==> config.mk <==
export PLATFORM = sky130hd
export DESIGN_NAME = min_max_plot_decimator_core
export DESIGN_NICKNAME = d
export VERILOG_FILES = /design/src/hdl/mmpd_pkg.sv /design/src/hdl/mmpd_plan.sv /design/src/hdl/mmpd_front.sv /design/src/hdl/mmpd_fifo.sv /design/src/hdl/mmpd_back.sv /design/src/hdl/min_max_plot_decimator_core.sv
export SDC_FILE = /design/constraint.sdc
export NUM_CORES = 1
export LEC_CHECK = 0
export BUFFER_PORTS_ARGS = -buffer_cell sky130_fd_sc_hd__buf_2
export CAP_MARGIN = 30
export CELL_PAD_IN_SITES_DETAIL_PLACEMENT = 2
export CELL_PAD_IN_SITES_GLOBAL_PLACEMENT = 2
export CORE_ASPECT_RATIO = 0.5
export CORE_UTILIZATION = 30
export DETAILED_ROUTE_END_ITERATION = 6
export HOLD_SLACK_MARGIN = 0.02
export PLACE_DENSITY = 0.61
export RECOVER_POWER = 100
export SYNTH_ARGS = -nofsm -noshare
export SYNTH_HDL_FRONTEND = slang
export SYNTH_HIERARCHICAL = 1
export SYNTH_SLANG_ARGS = --single-unit
export TNS_END_PERCENT = 1
==> constraint.sdc <==
create_clock -name clk_i -period 10.5 [get_ports clk_i]
set_input_delay 0.525 -clock clk_i [delete_from_list [all_inputs] [get_ports clk_i]]
set_output_delay 0.525 -clock clk_i [all_outputs]
set_load 0.03 [all_outputs]
==> src/hdl/mmpd_pkg.sv <==
// mmpd_pkg: shared types and constants of the min/max plot decimator.
// Used by every module under hdl/ but mmpd_fifo; depends on nothing.
`default_nettype none

package mmpd_pkg;

  localparam int unsigned IDX_BITS = 16;
  localparam int unsigned CW_BITS  = 13;
  localparam int unsigned XS_BITS  = 24;
  localparam int unsigned POS_BITS = 25;

  localparam logic [IDX_BITS-1:0] RST_RECORD_LENGTH     = 16'd600;
  localparam logic [CW_BITS-1:0]  RST_CANVAS_WIDTH      = 13'd1024;
  localparam logic [XS_BITS-1:0]  RST_X_START           = 24'd0;
  localparam logic [IDX_BITS-1:0] RST_PASSTHROUGH_LIMIT = 16'd600;

  typedef enum logic [1:0] {
    REG_RECORD_LENGTH     = 2'd0,
    REG_CANVAS_WIDTH      = 2'd1,
    REG_X_START           = 2'd2,
    REG_PASSTHROUGH_LIMIT = 2'd3
  } reg_index_e;

  typedef enum logic [1:0] {
    KIND_SINGLE = 2'd0,
    KIND_MIN    = 2'd1,
    KIND_MAX    = 2'd2
  } point_kind_e;

  typedef struct packed {
    logic [IDX_BITS-1:0] record_length;
    logic [CW_BITS-1:0]  canvas_width;
    logic [XS_BITS-1:0]  x_start;
    logic [IDX_BITS-1:0] passthrough_limit;
  } cfg_t;

  typedef struct packed {
    logic                busy;
    logic [IDX_BITS-1:0] seg_len;
    logic [IDX_BITS-1:0] span_end;
  } plan_t;

endpackage

`default_nettype wire

==> src/hdl/mmpd_plan.sv <==
// mmpd_plan: derives segment length and decimated span end from the registers.
// One shared restoring divider, two passes; depends on mmpd_pkg.
`default_nettype none

module mmpd_plan (
  input  wire logic          clk_i,
  input  wire logic          rst_ni,
  input  wire mmpd_pkg::cfg_t cfg_i,
  input  wire logic          cfg_wr_i,
  output mmpd_pkg::plan_t    plan_o
);
  import mmpd_pkg::*;

  localparam int unsigned DW = IDX_BITS + 1;
  localparam int unsigned CNT_BITS = $clog2(DW);

  typedef enum logic [1:0] {
    ST_LOAD,
    ST_CEIL,
    ST_SPAN,
    ST_IDLE
  } state_e;

  state_e               state_q;
  logic [CNT_BITS-1:0]  cnt_q;
  logic [DW-1:0]        quo_q;
  logic [DW-1:0]        rem_q;
  logic [DW-1:0]        div_q;
  logic [IDX_BITS-1:0]  seg_q;
  logic [IDX_BITS-1:0]  span_q;

  logic [IDX_BITS-1:0]  n_eff;
  logic [CW_BITS-1:0]   cw_eff;
  logic [DW:0]          trial;
  logic                 ge;
  logic [DW-1:0]        rem_d;
  logic [DW-1:0]        quo_d;

  always_comb begin
    n_eff  = (cfg_i.record_length == '0) ? IDX_BITS'(1) : cfg_i.record_length;
    cw_eff = (cfg_i.canvas_width == '0) ? CW_BITS'(1) : cfg_i.canvas_width;
    trial  = {rem_q, quo_q[DW-1]};
    ge     = trial >= {1'b0, div_q};
    rem_d  = ge ? DW'(trial - {1'b0, div_q}) : trial[DW-1:0];
    quo_d  = {quo_q[DW-2:0], ge};
  end

  always_ff @(posedge clk_i or negedge rst_ni) begin
    if (!rst_ni) begin
      state_q <= ST_LOAD;
      cnt_q   <= '0;
    end else if (cfg_wr_i) begin
      state_q <= ST_LOAD;
    end else begin
      case (state_q)
        ST_LOAD: begin
          quo_q   <= DW'(n_eff) + DW'(cw_eff) - DW'(1);
          rem_q   <= '0;
          div_q   <= DW'(cw_eff);
          cnt_q   <= '0;
          state_q <= ST_CEIL;
        end
        ST_CEIL: begin
          if (cnt_q == CNT_BITS'(DW - 1)) begin
            seg_q   <= quo_d[IDX_BITS-1:0];
            quo_q   <= DW'(n_eff);
            rem_q   <= '0;
            div_q   <= DW'(quo_d[IDX_BITS-1:0]);
            cnt_q   <= '0;
            state_q <= ST_SPAN;
          end else begin
            quo_q <= quo_d;
            rem_q <= rem_d;
            cnt_q <= cnt_q + CNT_BITS'(1);
          end
        end
        ST_SPAN: begin
          if (cnt_q == CNT_BITS'(DW - 1)) begin
            span_q  <= n_eff - rem_d[IDX_BITS-1:0];
            state_q <= ST_IDLE;
          end else begin
            quo_q <= quo_d;
            rem_q <= rem_d;
            cnt_q <= cnt_q + CNT_BITS'(1);
          end
        end
        ST_IDLE: begin
          state_q <= ST_IDLE;
        end
        default: begin
          state_q <= ST_LOAD;
        end
      endcase
    end
  end

  assign plan_o.busy     = (state_q != ST_IDLE);
  assign plan_o.seg_len  = seg_q;
  assign plan_o.span_end = span_q;

endmodule

`default_nettype wire

==> src/hdl/mmpd_front.sv <==
// mmpd_front: accepts samples, tracks record and segment position and min/max.
// Pushes one queue entry per single point or finished segment; uses mmpd_pkg.
`default_nettype none

module mmpd_front #(
  parameter int unsigned SAMPLE_BITS = 24
) (
  input  wire logic                          clk_i,
  input  wire logic                          rst_ni,
  input  wire mmpd_pkg::cfg_t                cfg_i,
  input  wire mmpd_pkg::plan_t               plan_i,
  input  wire logic                          in_valid_i,
  output logic                               in_stall_o,
  input  wire logic signed [SAMPLE_BITS-1:0] sample_i,
  input  wire logic                          full_i,
  output logic                               push_o,
  output logic                               ent_seg_o,
  output logic                               ent_eor_o,
  output logic [mmpd_pkg::POS_BITS-1:0]      ent_pos_o,
  output logic signed [SAMPLE_BITS-1:0]      ent_lo_o,
  output logic signed [SAMPLE_BITS-1:0]      ent_hi_o
);
  import mmpd_pkg::*;

  logic [IDX_BITS-1:0]          idx_q, idx_d;
  logic [IDX_BITS-1:0]          off_q, off_d;
  logic [IDX_BITS-1:0]          seg_q;
  logic [IDX_BITS-1:0]          span_q;
  logic                         mode_q;
  logic signed [SAMPLE_BITS-1:0] lo_q, lo_d;
  logic signed [SAMPLE_BITS-1:0] hi_q, hi_d;

  logic [IDX_BITS-1:0] n_eff;
  logic                first;
  logic [IDX_BITS-1:0] seg_use;
  logic [IDX_BITS-1:0] span_use;
  logic                mode_use;
  logic [IDX_BITS-1:0] off_use;
  logic                eor;
  logic                dec;
  logic                seg_end;
  logic                accept;

  always_comb begin
    n_eff    = (cfg_i.record_length == '0) ? IDX_BITS'(1) : cfg_i.record_length;
    first    = (idx_q == '0);
    seg_use  = first ? plan_i.seg_len : seg_q;
    span_use = first ? plan_i.span_end : span_q;
    mode_use = first ? (n_eff > cfg_i.passthrough_limit) : mode_q;
    off_use  = first ? '0 : off_q;
    eor      = ({1'b0, idx_q} + (IDX_BITS+1)'(1) >= {1'b0, n_eff}) || (&idx_q);
    dec      = mode_use && (idx_q < span_use);
    seg_end  = ({1'b0, off_use} + (IDX_BITS+1)'(1)) >= {1'b0, seg_use};

    in_stall_o = plan_i.busy || full_i;
    accept     = in_valid_i && !in_stall_o;

    if (off_use == '0) begin
      lo_d = sample_i;
      hi_d = sample_i;
    end else begin
      lo_d = (sample_i < lo_q) ? sample_i : lo_q;
      hi_d = (sample_i > hi_q) ? sample_i : hi_q;
    end

    off_d = off_use;
    if (dec) begin
      off_d = seg_end ? '0 : off_use + IDX_BITS'(1);
    end
    idx_d = idx_q + IDX_BITS'(1);
    if (eor) begin
      idx_d = '0;
      off_d = '0;
    end

    push_o    = accept && (!dec || seg_end);
    ent_seg_o = dec;
    ent_eor_o = eor;
    ent_pos_o = dec ? POS_BITS'(cfg_i.x_start) + POS_BITS'(idx_q - off_use)
                    : POS_BITS'(cfg_i.x_start) + POS_BITS'(idx_q);
    ent_lo_o  = dec ? lo_d : sample_i;
    ent_hi_o  = hi_d;
  end

  always_ff @(posedge clk_i or negedge rst_ni) begin
    if (!rst_ni) begin
      idx_q  <= '0;
      off_q  <= '0;
      seg_q  <= '0;
      span_q <= '0;
      mode_q <= 1'b0;
    end else if (accept) begin
      idx_q <= idx_d;
      off_q <= off_d;
      if (first) begin
        seg_q  <= plan_i.seg_len;
        span_q <= plan_i.span_end;
        mode_q <= mode_use;
      end
    end
  end

  always_ff @(posedge clk_i) begin
    if (accept && dec) begin
      lo_q <= lo_d;
      hi_q <= hi_d;
    end
  end

endmodule

`default_nettype wire

==> src/hdl/mmpd_fifo.sv <==
// mmpd_fifo: short word queue between the front and back parts.
// Flop storage, one push (refused while full) and one pop (ignored while empty) per cycle; no package use.
`default_nettype none

module mmpd_fifo #(
  parameter int unsigned WIDTH = 75,
  parameter int unsigned DEPTH = 4
) (
  input  wire logic             clk_i,
  input  wire logic             rst_ni,
  input  wire logic             push_i,
  input  wire logic [WIDTH-1:0] wdata_i,
  input  wire logic             pop_i,
  output logic [WIDTH-1:0]      rdata_o,
  output logic                  full_o,
  output logic                  empty_o
);

  localparam int unsigned PW = (DEPTH > 1) ? $clog2(DEPTH) : 1;
  localparam int unsigned CW = $clog2(DEPTH + 1);

  logic [WIDTH-1:0] mem_q [DEPTH];
  logic [PW-1:0]    wr_q;
  logic [PW-1:0]    rd_q;
  logic [CW-1:0]    cnt_q;
  logic             do_push;
  logic             do_pop;

  assign full_o  = (cnt_q == CW'(DEPTH));
  assign empty_o = (cnt_q == '0);
  assign rdata_o = mem_q[rd_q];
  assign do_push = push_i && !full_o;
  assign do_pop  = pop_i && !empty_o;

  always_ff @(posedge clk_i or negedge rst_ni) begin
    if (!rst_ni) begin
      wr_q  <= '0;
      rd_q  <= '0;
      cnt_q <= '0;
    end else begin
      if (do_push) begin
        wr_q <= (wr_q == PW'(DEPTH - 1)) ? '0 : wr_q + PW'(1);
      end
      if (do_pop) begin
        rd_q <= (rd_q == PW'(DEPTH - 1)) ? '0 : rd_q + PW'(1);
      end
      if (do_push && !do_pop) begin
        cnt_q <= cnt_q + CW'(1);
      end else if (do_pop && !do_push) begin
        cnt_q <= cnt_q - CW'(1);
      end
    end
  end

  always_ff @(posedge clk_i) begin
    if (do_push) begin
      mem_q[wr_q] <= wdata_i;
    end
  end

endmodule

`default_nettype wire

==> src/hdl/mmpd_back.sv <==
// mmpd_back: drains queue entries into output words through an output register.
// A segment entry becomes a minimum word then a maximum word; uses mmpd_pkg.
`default_nettype none

module mmpd_back #(
  parameter int unsigned SAMPLE_BITS = 24
) (
  input  wire logic                          clk_i,
  input  wire logic                          rst_ni,
  input  wire logic                          empty_i,
  output logic                               pop_o,
  input  wire logic                          ent_seg_i,
  input  wire logic                          ent_eor_i,
  input  wire logic [mmpd_pkg::POS_BITS-1:0] ent_pos_i,
  input  wire logic signed [SAMPLE_BITS-1:0] ent_lo_i,
  input  wire logic signed [SAMPLE_BITS-1:0] ent_hi_i,
  output logic                               out_valid_o,
  input  wire logic                          out_stall_i,
  output logic [mmpd_pkg::POS_BITS-1:0]      position_o,
  output logic signed [SAMPLE_BITS-1:0]      value_o,
  output logic [1:0]                         point_kind_o,
  output logic                               last_of_item_o,
  output logic                               end_of_record_o
);
  import mmpd_pkg::*;

  logic                          valid_q;
  logic                          pend_q;
  logic [POS_BITS-1:0]           hold_pos_q;
  logic signed [SAMPLE_BITS-1:0] hold_hi_q;
  logic                          hold_eor_q;
  logic [POS_BITS-1:0]           pos_q;
  logic signed [SAMPLE_BITS-1:0] val_q;
  point_kind_e                   kind_q;
  logic                          last_q;
  logic                          eor_q;
  logic                          advance;

  assign advance = !valid_q || !out_stall_i;
  assign pop_o   = advance && !pend_q && !empty_i;

  always_ff @(posedge clk_i or negedge rst_ni) begin
    if (!rst_ni) begin
      valid_q <= 1'b0;
      pend_q  <= 1'b0;
    end else if (advance) begin
      if (pend_q) begin
        valid_q <= 1'b1;
        pend_q  <= 1'b0;
      end else begin
        valid_q <= !empty_i;
        pend_q  <= !empty_i && ent_seg_i;
      end
    end
  end

  always_ff @(posedge clk_i) begin
    if (advance) begin
      if (pend_q) begin
        pos_q  <= hold_pos_q;
        val_q  <= hold_hi_q;
        kind_q <= KIND_MAX;
        last_q <= 1'b1;
        eor_q  <= hold_eor_q;
      end else if (!empty_i) begin
        pos_q <= ent_pos_i;
        val_q <= ent_lo_i;
        if (ent_seg_i) begin
          kind_q     <= KIND_MIN;
          last_q     <= 1'b0;
          eor_q      <= 1'b0;
          hold_pos_q <= ent_pos_i;
          hold_hi_q  <= ent_hi_i;
          hold_eor_q <= ent_eor_i;
        end else begin
          kind_q <= KIND_SINGLE;
          last_q <= 1'b1;
          eor_q  <= ent_eor_i;
        end
      end
    end
  end

  assign out_valid_o     = valid_q;
  assign position_o      = pos_q;
  assign value_o         = val_q;
  assign point_kind_o    = kind_q;
  assign last_of_item_o  = last_q;
  assign end_of_record_o = eor_q;

endmodule

`default_nettype wire

==> src/hdl/min_max_plot_decimator_core.sv <==
// min_max_plot_decimator_core: top level with the register port, plan unit,
// front part, word queue and back part; depends on mmpd_pkg and all mmpd_* modules.
`default_nettype none

// Thins a record of signed samples for plotting. A record longer than the
// passthrough limit is cut into segments of ceil(record_length/canvas_width)
// samples, each giving a minimum word then a maximum word at the segment start;
// other samples go out as single words. One sample is accepted per clock while
// in_stall_o is low; a segment end gives two words, so one-sample segments make
// in_stall_o rise once the queue (FIFO_DEPTH entries) fills. After reset and after
// any register write the plan unit runs its divider, and in_stall_o is high until
// the divider is done. Positions are x_start plus the sample index.
module min_max_plot_decimator_core #(
  parameter int unsigned SAMPLE_BITS = 24,
  parameter int unsigned FIFO_DEPTH  = 4
) (
  input  wire logic                          clk_i,
  input  wire logic                          rst_ni,
  input  wire logic                          psel,
  input  wire logic                          penable,
  input  wire logic                          pwrite,
  input  wire logic [3:0]                    paddr,
  input  wire logic [31:0]                   pwdata,
  output logic [31:0]                        prdata,
  output logic                               pready,
  input  wire logic                          in_valid_i,
  output logic                               in_stall_o,
  input  wire logic signed [SAMPLE_BITS-1:0] sample_i,
  output logic                               out_valid_o,
  input  wire logic                          out_stall_i,
  output logic [mmpd_pkg::POS_BITS-1:0]      position_o,
  output logic signed [SAMPLE_BITS-1:0]      value_o,
  output logic [1:0]                         point_kind_o,
  output logic                               last_of_item_o,
  output logic                               end_of_record_o
);
  import mmpd_pkg::*;

  localparam int unsigned ENT_BITS = 2 + POS_BITS + 2 * SAMPLE_BITS;

  cfg_t        cfg_q;
  plan_t       plan;
  logic        cfg_wr;
  reg_index_e  reg_sel;

  logic                          push;
  logic                          pop;
  logic                          full;
  logic                          empty;
  logic                          f_seg, f_eor;
  logic [POS_BITS-1:0]           f_pos;
  logic signed [SAMPLE_BITS-1:0] f_lo, f_hi;
  logic                          b_seg, b_eor;
  logic [POS_BITS-1:0]           b_pos;
  logic signed [SAMPLE_BITS-1:0] b_lo, b_hi;
  logic [ENT_BITS-1:0]           wdata;
  logic [ENT_BITS-1:0]           rdata;

  assign pready  = 1'b1;
  assign cfg_wr  = psel && penable && pwrite && pready;
  assign reg_sel = reg_index_e'(paddr[3:2]);

  always_ff @(posedge clk_i or negedge rst_ni) begin
    if (!rst_ni) begin
      cfg_q.record_length     <= RST_RECORD_LENGTH;
      cfg_q.canvas_width      <= RST_CANVAS_WIDTH;
      cfg_q.x_start           <= RST_X_START;
      cfg_q.passthrough_limit <= RST_PASSTHROUGH_LIMIT;
    end else if (cfg_wr) begin
      case (reg_sel)
        REG_RECORD_LENGTH:     cfg_q.record_length     <= pwdata[IDX_BITS-1:0];
        REG_CANVAS_WIDTH:      cfg_q.canvas_width      <= pwdata[CW_BITS-1:0];
        REG_X_START:           cfg_q.x_start           <= pwdata[XS_BITS-1:0];
        REG_PASSTHROUGH_LIMIT: cfg_q.passthrough_limit <= pwdata[IDX_BITS-1:0];
        default: begin
        end
      endcase
    end
  end

  always_comb begin
    case (reg_sel)
      REG_RECORD_LENGTH:     prdata = 32'(cfg_q.record_length);
      REG_CANVAS_WIDTH:      prdata = 32'(cfg_q.canvas_width);
      REG_X_START:           prdata = 32'(cfg_q.x_start);
      REG_PASSTHROUGH_LIMIT: prdata = 32'(cfg_q.passthrough_limit);
      default:               prdata = '0;
    endcase
  end

  mmpd_plan u_plan (
    .clk_i    (clk_i),
    .rst_ni   (rst_ni),
    .cfg_i    (cfg_q),
    .cfg_wr_i (cfg_wr),
    .plan_o   (plan)
  );

  mmpd_front #(
    .SAMPLE_BITS (SAMPLE_BITS)
  ) u_front (
    .clk_i      (clk_i),
    .rst_ni     (rst_ni),
    .cfg_i      (cfg_q),
    .plan_i     (plan),
    .in_valid_i (in_valid_i),
    .in_stall_o (in_stall_o),
    .sample_i   (sample_i),
    .full_i     (full),
    .push_o     (push),
    .ent_seg_o  (f_seg),
    .ent_eor_o  (f_eor),
    .ent_pos_o  (f_pos),
    .ent_lo_o   (f_lo),
    .ent_hi_o   (f_hi)
  );

  assign wdata = {f_seg, f_eor, f_pos, f_lo, f_hi};

  mmpd_fifo #(
    .WIDTH (ENT_BITS),
    .DEPTH (FIFO_DEPTH)
  ) u_fifo (
    .clk_i   (clk_i),
    .rst_ni  (rst_ni),
    .push_i  (push),
    .wdata_i (wdata),
    .pop_i   (pop),
    .rdata_o (rdata),
    .full_o  (full),
    .empty_o (empty)
  );

  assign {b_seg, b_eor, b_pos, b_lo, b_hi} = rdata;

  mmpd_back #(
    .SAMPLE_BITS (SAMPLE_BITS)
  ) u_back (
    .clk_i           (clk_i),
    .rst_ni          (rst_ni),
    .empty_i         (empty),
    .pop_o           (pop),
    .ent_seg_i       (b_seg),
    .ent_eor_i       (b_eor),
    .ent_pos_i       (b_pos),
    .ent_lo_i        (b_lo),
    .ent_hi_i        (b_hi),
    .out_valid_o     (out_valid_o),
    .out_stall_i     (out_stall_i),
    .position_o      (position_o),
    .value_o         (value_o),
    .point_kind_o    (point_kind_o),
    .last_of_item_o  (last_of_item_o),
    .end_of_record_o (end_of_record_o)
  );

endmodule

`default_nettype wire

==> results.ini, run 1 <==
[run_status]
status = finished with violations
violations = capacitance limit, slew limit

[drt]
wl_per_cell_um = 23.7
vias = 22000
drc_errors = 0
routed-wl-met3_um = 2830
vias_per_cell = 4.99
topRoutingLayerUsed = met4
routed_wl_um = 104000
dr.pass1.iters = 7
drtAntennaViolNets = 0
drt_iter0_drc = 1035
wl_met1_um = 46300
wl_met2_um = 51700

[synth]
ys.flop_type = edfxtp_1
avgSynthCellArea_um2 = 13.6
synth_top_cells_by_area = edfxtp_1 (45%), dfrtp_1 (9.9%), ha_1 (7.9%)
synth_top_area_cell = edfxtp_1
yosysTopAreaCellShare = 0.447
synthesis.area_mm2 = 0.0358
ys_ff_latch = 683
synth_cell_types = 97
synth_edf_count = 533
yosysSeqAreaShare = 0.552
syn_inst = 2631
async_flop_share = 0.220
yosysWarnings = 6

[floorplan]
initial_core_util = 0.303
num_rows = 89
io_pins = 155
fp.dieH_um = 246
die_area_mm2 = 0.121
die_w_um = 491
coreArea_mm2 = 0.118

[global_route]
grt_max_degree = 132
grt_pass1_wl_um = 157000
grtUsageTotal = 0.173
antenna_found_initial = 8
overflow = 0
grt_pass1_vias = 24400

[critical_path]
criticalPathCategory = flop to flop
endpoint_kind = flop
cp.required_ns = 10.77
cp-start-kind = flop
worst-path-max-fanout = 39
cp.arrival_ns = 8.64

[clock_tree]
cts_resized = 0
htreeDepth = 3
clock_path_buffers = 3
clk_latency_ns = 0.67
cts_sinks = 683
tritoncts = done
numCtsBuffers = 71
root_buffer = clkbuf_16
clk_pin_slew_ns = 0.06

[power]
ir_drop_v = 0.000130
p_leak_nw = 15.2
p_per_area_mw_per_mm2 = 287

[timing]
hold_viol_final = 0
period_share = 0.797
slew_violations = 418
setup_viol = 0
max_slew_margin = -1.66
fin_skew_ns = 0.0145
fmax_mhz = 119
rsz0062_at_grt = false
period_minus_slack_ns = 8.37
setup_tns_ns = 0
tightest_slew_ns = 3.99

[layout]
final_common_cell = edfxtp_1
drive_gt1_frac = 0.149
post-route-cell-area_mm2 = 0.0398
layout_common_cells = edfxtp_1 (533), ha_1 (225), inv_1 (199)
synthToLayoutAreaGrowth_pct = 11.2
post-route-util = 0.337
nNetsFinal = 3050

[placed_design]
dpl_cell_area_mm2 = 0.0380
numPortBuffers = 135
gp_congestion = 0.810
dp_hpwl_um = 72000

[job]
max-cap-violations = 13

[min_path]
hp-class = input pin to flop

==> Yosys cell counts (16+ instances only) <==
cell	number
a21o_1	52
a21oi_1	84
a22o_1	16
a31oi_1	18
and2_1	22
and3_1	16
buf_2	26
buf_4	16
buf_6	17
clkbuf_1	53
dfrtp_1	141
edfxtp_1	533
ha_1	225
inv_1	199
mux2_2	154
mux2_4	74
mux2i_1	49
mux4_2	88
nand2_1	140
nand2b_1	26
nand3_1	49
nand4_1	25
nor2_1	97
nor2b_1	29
nor3_1	38
nor4_1	20
o21a_1	21
o21ai_0	110
xnor2_1	59
xor2_1	25
==> kinds of logic after synthesis <==
kind of cell             share of synthesized area
other                                     0.000210
multiplexers                                 0.150
adder cells (fa/ha/maj)                     0.0820
AND/OR/NAND/NOR                             0.0712
AO/OA/AOI/OAI                               0.0810
flip-flops                                   0.552
buffers and inverters                       0.0428
XOR/XNOR                                    0.0212
==> power breakdown <==
part | internal [mW] | switching (mW) | total, mW
clock network | 1.44 | 1.17 | 2.62
registers | 3.99 | 0.467 | 4.46
logic | 1.68 | 2.65 | 4.34
==> final cells by class <==
class                           instances  area (µm²)
Antenna cell                            4        10.0
Clock buffer                           85        1870
Clock inverter                         45         478
Fill cell                           12200       78300
Inverter                              201         763
Multi-Input combinational cell       1630       14200
Sequential cell                       683       19800
Tap cell                             1592        1990
Timing Repair Buffer                  165         762
==> final timing paths <==
| kind | start | end | slack [ns] | cells after the start |
|---|---|---|---|---|
| max in group asynchronous | rst_ni | cfg_q[46] | 7.80 | 3 |
| min in group asynchronous | rst_ni | u_back/pend_q | 0.93 | 2 |
| worst max register to register | u_front/idx_q[1] | u_fifo/mem_q[2][23] | 2.13 | 22 |
| worst max-delay path | u_front/idx_q[1] | u_fifo/mem_q[2][23] | 2.13 | 22 |
| worst min register to register | u_front/span_q[1] | u_front/span_q[1] | 0.51 | 1 |
| worst min-delay path | pwdata[18] | cfg_q[34] | 0.08 | 2 |
==> what timing repair did <==
| action | 4_1_cts | 5_1_grt |
|---|---|---|
| hold buffers | 1 | 0 |
| buffers inserted | 0 | 0 |
| endpoints found under the hold margin | 19 | 0 |
==> sequential cells by signal, indices dropped and copies added, names as in the netlist, 17 cells and up <==
register and flops:
u_front/lo_q 24, u_back/hold_pos_q 25, u_plan/quo_q 17, u_back/position_o 25, u_back/hold_hi_q 24, u_back/value_o 24, u_fifo/mem_q 300, u_plan/rem_q 17
u_front/hi_q 24, cfg_q 69
==> routing by layer <==
| layer | global-route usage | up-vias |
|---|---|---|
| met1 | 0.216 | 11500 |
| met3 | 0.0256 | 125 |
| met2 | 0.304 | 294 |
| li1 | - | 10100 |
| met5 | 0 | - |
| met4 | 0.0598 | 0 |
==> through the flow <==
step                worst slack [ns]  total power, mW  hold WS, ns  std cells
floorplan                       4.12             7.63        0.229       2638
global placement                3.10             8.88        0.418       4266
detailed placement              3.00             9.10        0.420       4268
CTS                             2.95             11.8       0.0359       4399
global route                    1.43             12.1       0.0600       4402
finish                          2.13             11.4       0.0797       4405
==> worst max-delay path: stages (launching register included) <==
cell,delay (ns)
dfrtp_1,0.56
inv_1,0.16
ha_1,0.24
nor4b_1,0.17
nand4_1,0.14
clkbuf_1,1.17
nand2_1,0.29
inv_1,0.26
ha_1,0.31
nand4_1,0.24
nor2_1,0.22
nand2_1,0.14
nor3_1,0.33
xnor2_1,0.15
ha_1,0.32
nand4_1,0.09
nor3_1,0.16
a21oi_1,0.10
clkbuf_1,0.24
a31oi_1,0.21
nor2b_1,0.53
and2_4,0.71
clkbuf_2,1.19
(Power assumes the default switching activity.)
==> run 2, diff against run 1 <==
Settings changed: ABC_AREA from default to 1, PLACE_DENSITY 0.61 to 0.66.
Clock period 10.5 ns to 8.2 ns, I/O delays scaled along.
==> results.ini, run 2 <==
[run_status]
status = finished with violations  ; unchanged
violations = DRC, capacitance limit, slew limit  ; was capacitance limit, slew limit

[critical_path]
criticalPathCategory = flop to flop  ; unchanged
cp.arrival_ns = 7.23  ; was 8.64 ns
cp.required_ns = 8.53  ; was 10.77 ns
path_cells = inv_1 -> ha_1 -> nand2_1 -> nor2_1 -> nand2_1 -> buf_4 -> nor2_1 -> a21oi_1 -> ha_1 -> a21oi_1 -> o21ai_0 -> a41oi_1 -> nand2_1 -> inv_1 -> nand2_2 -> buf_4 -> nor2_1 -> buf_4  ; was inv_1 -> ha_1 -> nor4b_1 -> nand4_1 -> clkbuf_1 -> nand2_1 -> inv_1 -> ha_1 -> nand4_1 -> nor2_1 -> nand2_1 -> nor3_1 -> xnor2_1 -> ha_1 -> nand4_1 -> nor3_1 -> a21oi_1 -> clkbuf_1 -> a31oi_1 -> nor2b_1 -> and2_4 -> clkbuf_2
endpoint_kind = flop  ; unchanged
worst-path-max-fanout = 42  ; was 39
crit_slowest_cell = nor2_1  ; was clkbuf_2
crit_path_max_incr_delay_ns = 1.82  ; was 1.19 ns
cp-start-kind = flop  ; unchanged

[timing]
rsz0062_at_grt = false  ; unchanged
hold_viol_final = 0  ; unchanged
fin_skew_ns = 0.0387  ; was 0.0145 ns
tightest_slew_ns = 3.62  ; was 3.99 ns
finalWorstSetupSlack_ns = 1.30  ; was 2.13 ns
setup_viol = 0  ; unchanged
period_minus_slack_ns = 6.90  ; was 8.37 ns
fmax_mhz = 145  ; was 119 MHz
period_share = 0.842  ; was 0.797
slew_violations = 612  ; was 418
max_slew_margin = -1.41  ; was -1.66
setup_tns_ns = 0  ; unchanged

[synth]
syn_inst = 4065  ; was 2,631
synthTopCellsByCount = nand2_1 (1,236), inv_1 (539), edfxtp_1 (533), ha_1 (225), nor2_1 (188)  ; was edfxtp_1 (533), ha_1 (225), inv_1 (199), mux2_2 (154), dfrtp_1 (141)
ys.flop_type = edfxtp_1  ; unchanged
yosysMostFrequentCell = nand2_1  ; was edfxtp_1
async_flop_share = 0.220  ; unchanged
synth_top_area_cell = edfxtp_1  ; unchanged
yosysSeqAreaShare = 0.521  ; was 0.552
yosysTopAreaCellShare = 0.422  ; was 0.447
yosysWarnings = 6  ; unchanged
synth_edf_count = 533  ; unchanged
synth_cell_types = 64  ; was 97
ys_ff_latch = 683  ; unchanged
synth_top_cells_by_area = edfxtp_1 (42%), nand2_1 (12%), dfrtp_1 (9.3%)  ; was edfxtp_1 (45%), dfrtp_1 (9.9%), ha_1 (7.9%)
avgSynthCellArea_um2 = 9.34  ; was 13.6 µm²
synthesis.area_mm2 = 0.0380  ; was 0.0358 mm²

[clock_tree]
cts_setup_buffers = 0  ; unchanged
clk_latency_ns = 0.70  ; was 0.67 ns
tritoncts = done  ; unchanged
clock_path_buffers = 3  ; unchanged
clk_pin_slew_ns = 0.07  ; was 0.06 ns
root_buffer = clkbuf_16  ; unchanged
numCtsBuffers = 72  ; was 71
cts_resized = 0  ; unchanged
htreeDepth = 3  ; unchanged
cts_sinks = 683  ; unchanged

[layout]
synthToLayoutAreaGrowth_pct = 11.0  ; was 11.2%
layout_common_cells = nand2_1 (1,254), inv_1 (540), edfxtp_1 (533)  ; was edfxtp_1 (533), ha_1 (225), inv_1 (199)
post-route-cell-area_mm2 = 0.0422  ; was 0.0398 mm²
drive_gt1_frac = 0.0721  ; was 0.149
reg_top3 = u_fifo/mem_q x300, cfg_q x69  ; unchanged
final_common_cell = nand2_1  ; was edfxtp_1
largest_reg_flops = 300  ; unchanged
final-seq-area_mm2 = 0.0198  ; unchanged
post-route-util = 0.339  ; was 0.337
max_flop_register = u_fifo/mem_q  ; unchanged
fillers = 13800  ; was 12,200
multiInputGateArea_mm2 = 0.0147  ; was 0.0142 mm²
nNetsFinal = 4475  ; was 3,050

[placed_design]
gp_congestion = 0.818  ; was 0.810
dp_hpwl_um = 85900  ; was 72,000 µm
dpl_cell_area_mm2 = 0.0400  ; was 0.0380 mm²
numPortBuffers = 135  ; unchanged
dp_worst_setup_slack_ns = 1.88  ; was 3.00 ns

[drt]
vias_per_cell = 4.89  ; was 4.99
dr.pass1.iters = 7  ; unchanged
wl_per_cell_um = 20.8  ; was 23.7 µm
routed_wl_um = 123000  ; was 104,000 µm
topRoutingLayerUsed = met4  ; unchanged
wl_met2_um = 61500  ; was 51,700 µm
drtAntennaViolNets = 0  ; unchanged
vias = 28900  ; was 22,000
wl_met1_um = 56200  ; was 46,300 µm
drc_errors = 20  ; was 0
routed-wl-met3_um = 3110  ; was 2830 µm
drt_iter0_drc = 1283  ; was 1,035

[global_route]
grtUsageTotal = 0.193  ; was 0.173
overflow = 0  ; unchanged
antenna_found_initial = 4  ; was 8
grt_max_degree = 97  ; was 132
grt_pass1_vias = 31900  ; was 24,400
grt_pass1_wl_um = 190000  ; was 157,000 µm

[power]
power.share.sequential = 0.343  ; was 0.391
p_leak_nw = 18.6  ; was 15.2 nW
power_mw = 17.4  ; was 11.4 mW
pwr-share-clk = 0.194  ; was 0.229
switching_share = 0.455  ; was 0.376
p_comb_frac = 0.463  ; was 0.380
p_int_mw = 9.50  ; was 7.12 mW
power_switching_mw = 7.93  ; was 4.29 mW
ir_drop_v = 0.000174  ; was 0.000130 V
p_per_area_mw_per_mm2 = 414  ; was 287 mW/mm²

[floorplan]
num_rows = 91  ; was 89
die_w_um = 505  ; was 491 µm
initial_core_util = 0.305  ; was 0.303
coreArea_mm2 = 0.124  ; was 0.118 mm²
io_pins = 155  ; unchanged
die_area_mm2 = 0.128  ; was 0.121 mm²
fp.dieH_um = 254  ; was 246 µm

[job]
max-cap-violations = 14  ; was 13

[min_path]
hp-class = input pin to flop  ; unchanged

-- run 2: cell types whose count changed after synthesis, sizes merged, moves of 78 or more --
cell,previous run,this run
inv,201,547
mux2,230,0
nand3,50,190
mux4,88,0
nand2,142,1266
a21oi,87,165
nor2,98,203
o211ai,12,155
-- run 2: final cells by class --
| class | count | share of cell area |
|---|---|---|
| Sequential cell | 683 | 0.469 |
| Multi-Input combinational cell | 2665 | 0.349 |
| Tap cell | 1674 | 0.0497 |
| Inverter | 548 | 0.0489 |
| Clock buffer | 93 | 0.0456 |
| Timing Repair Buffer | 207 | 0.0280 |
| Clock inverter | 36 | 0.00979 |
| Antenna cell | 2 | 0.000119 |
-- run 2: what timing repair did --
action / in CTS / in global routing
hold endpoints to repair: 104 / 0
setup endpoints to repair: 0 / 0
hold buffers: 25 / 0
-- run 2: metrics by stage --
stage          instances  hold WS, ns
3_3_place_gp        5745        0.385
2_1_floorplan       4072        0.114
5_1_grt             5907       0.0828
4_1_cts             5904       0.0369
6_report            5908        0.108
3_5_place_dp        5750        0.395
-- run 2: power groups by stage --
| stage | Combinational (mW) | Clock [mW] | Sequential, mW |
|---|---|---|---|
| floorplan | 5.63 | 0 | 6.02 |
| global placement | 7.92 | 0 | 6.00 |
| detailed placement | 8.33 | 0 | 6.07 |
| CTS | 8.41 | 3.50 | 6.01 |
| global route | 9.06 | 3.62 | 6.08 |
| finish | 8.07 | 3.38 | 5.98 |
-- run 2: final timing paths --
path,slack [ns],from,to,cells after the start
max,1.30,u_front/idx_q[0],u_front/lo_q[19],18
min,0.11,out_stall_i,u_back/out_valid_o,3
max reg2reg,1.30,u_front/idx_q[0],u_front/lo_q[19],18
min reg2reg,0.48,u_front/off_q[15],u_front/off_q[15],2
max in group asynchronous,2.49,rst_ni,u_front/off_q[13],3
min in group asynchronous,1.16,rst_ni,cfg_q[19],2
-- run 2: logic make-up after synthesis --
logic type                 after synthesis  share of synthesized area
and+or+nand+nor                       1778                      0.194
buffers and inverters                  724                     0.0870
DFF                                    683                      0.521
AOI/OAI and AO/OA                      564                      0.101
adders and majority gates              231                     0.0773
xor gates and xnor gates                83                     0.0191
other                                    2                   0.000198
-- run 2: worst max-delay path: cells and delay by family, from the launching register on --
| family | cells | cell delay (ns) |
|---|---|---|
| buf+inv | 5 | 1.75 |
| simple gates | 7 | 3.16 |
| compound gates | 4 | 0.59 |
| flops | 1 | 0.45 |
| fa+ha+maj | 2 | 0.51 |
-- run 2: metal layers --
metal	vias up	GRT usage
li1	13700	-
met1	14700	0.245
met2	298	0.347
met3	132	0.0265
met4	0	0.0449
met5	-	0
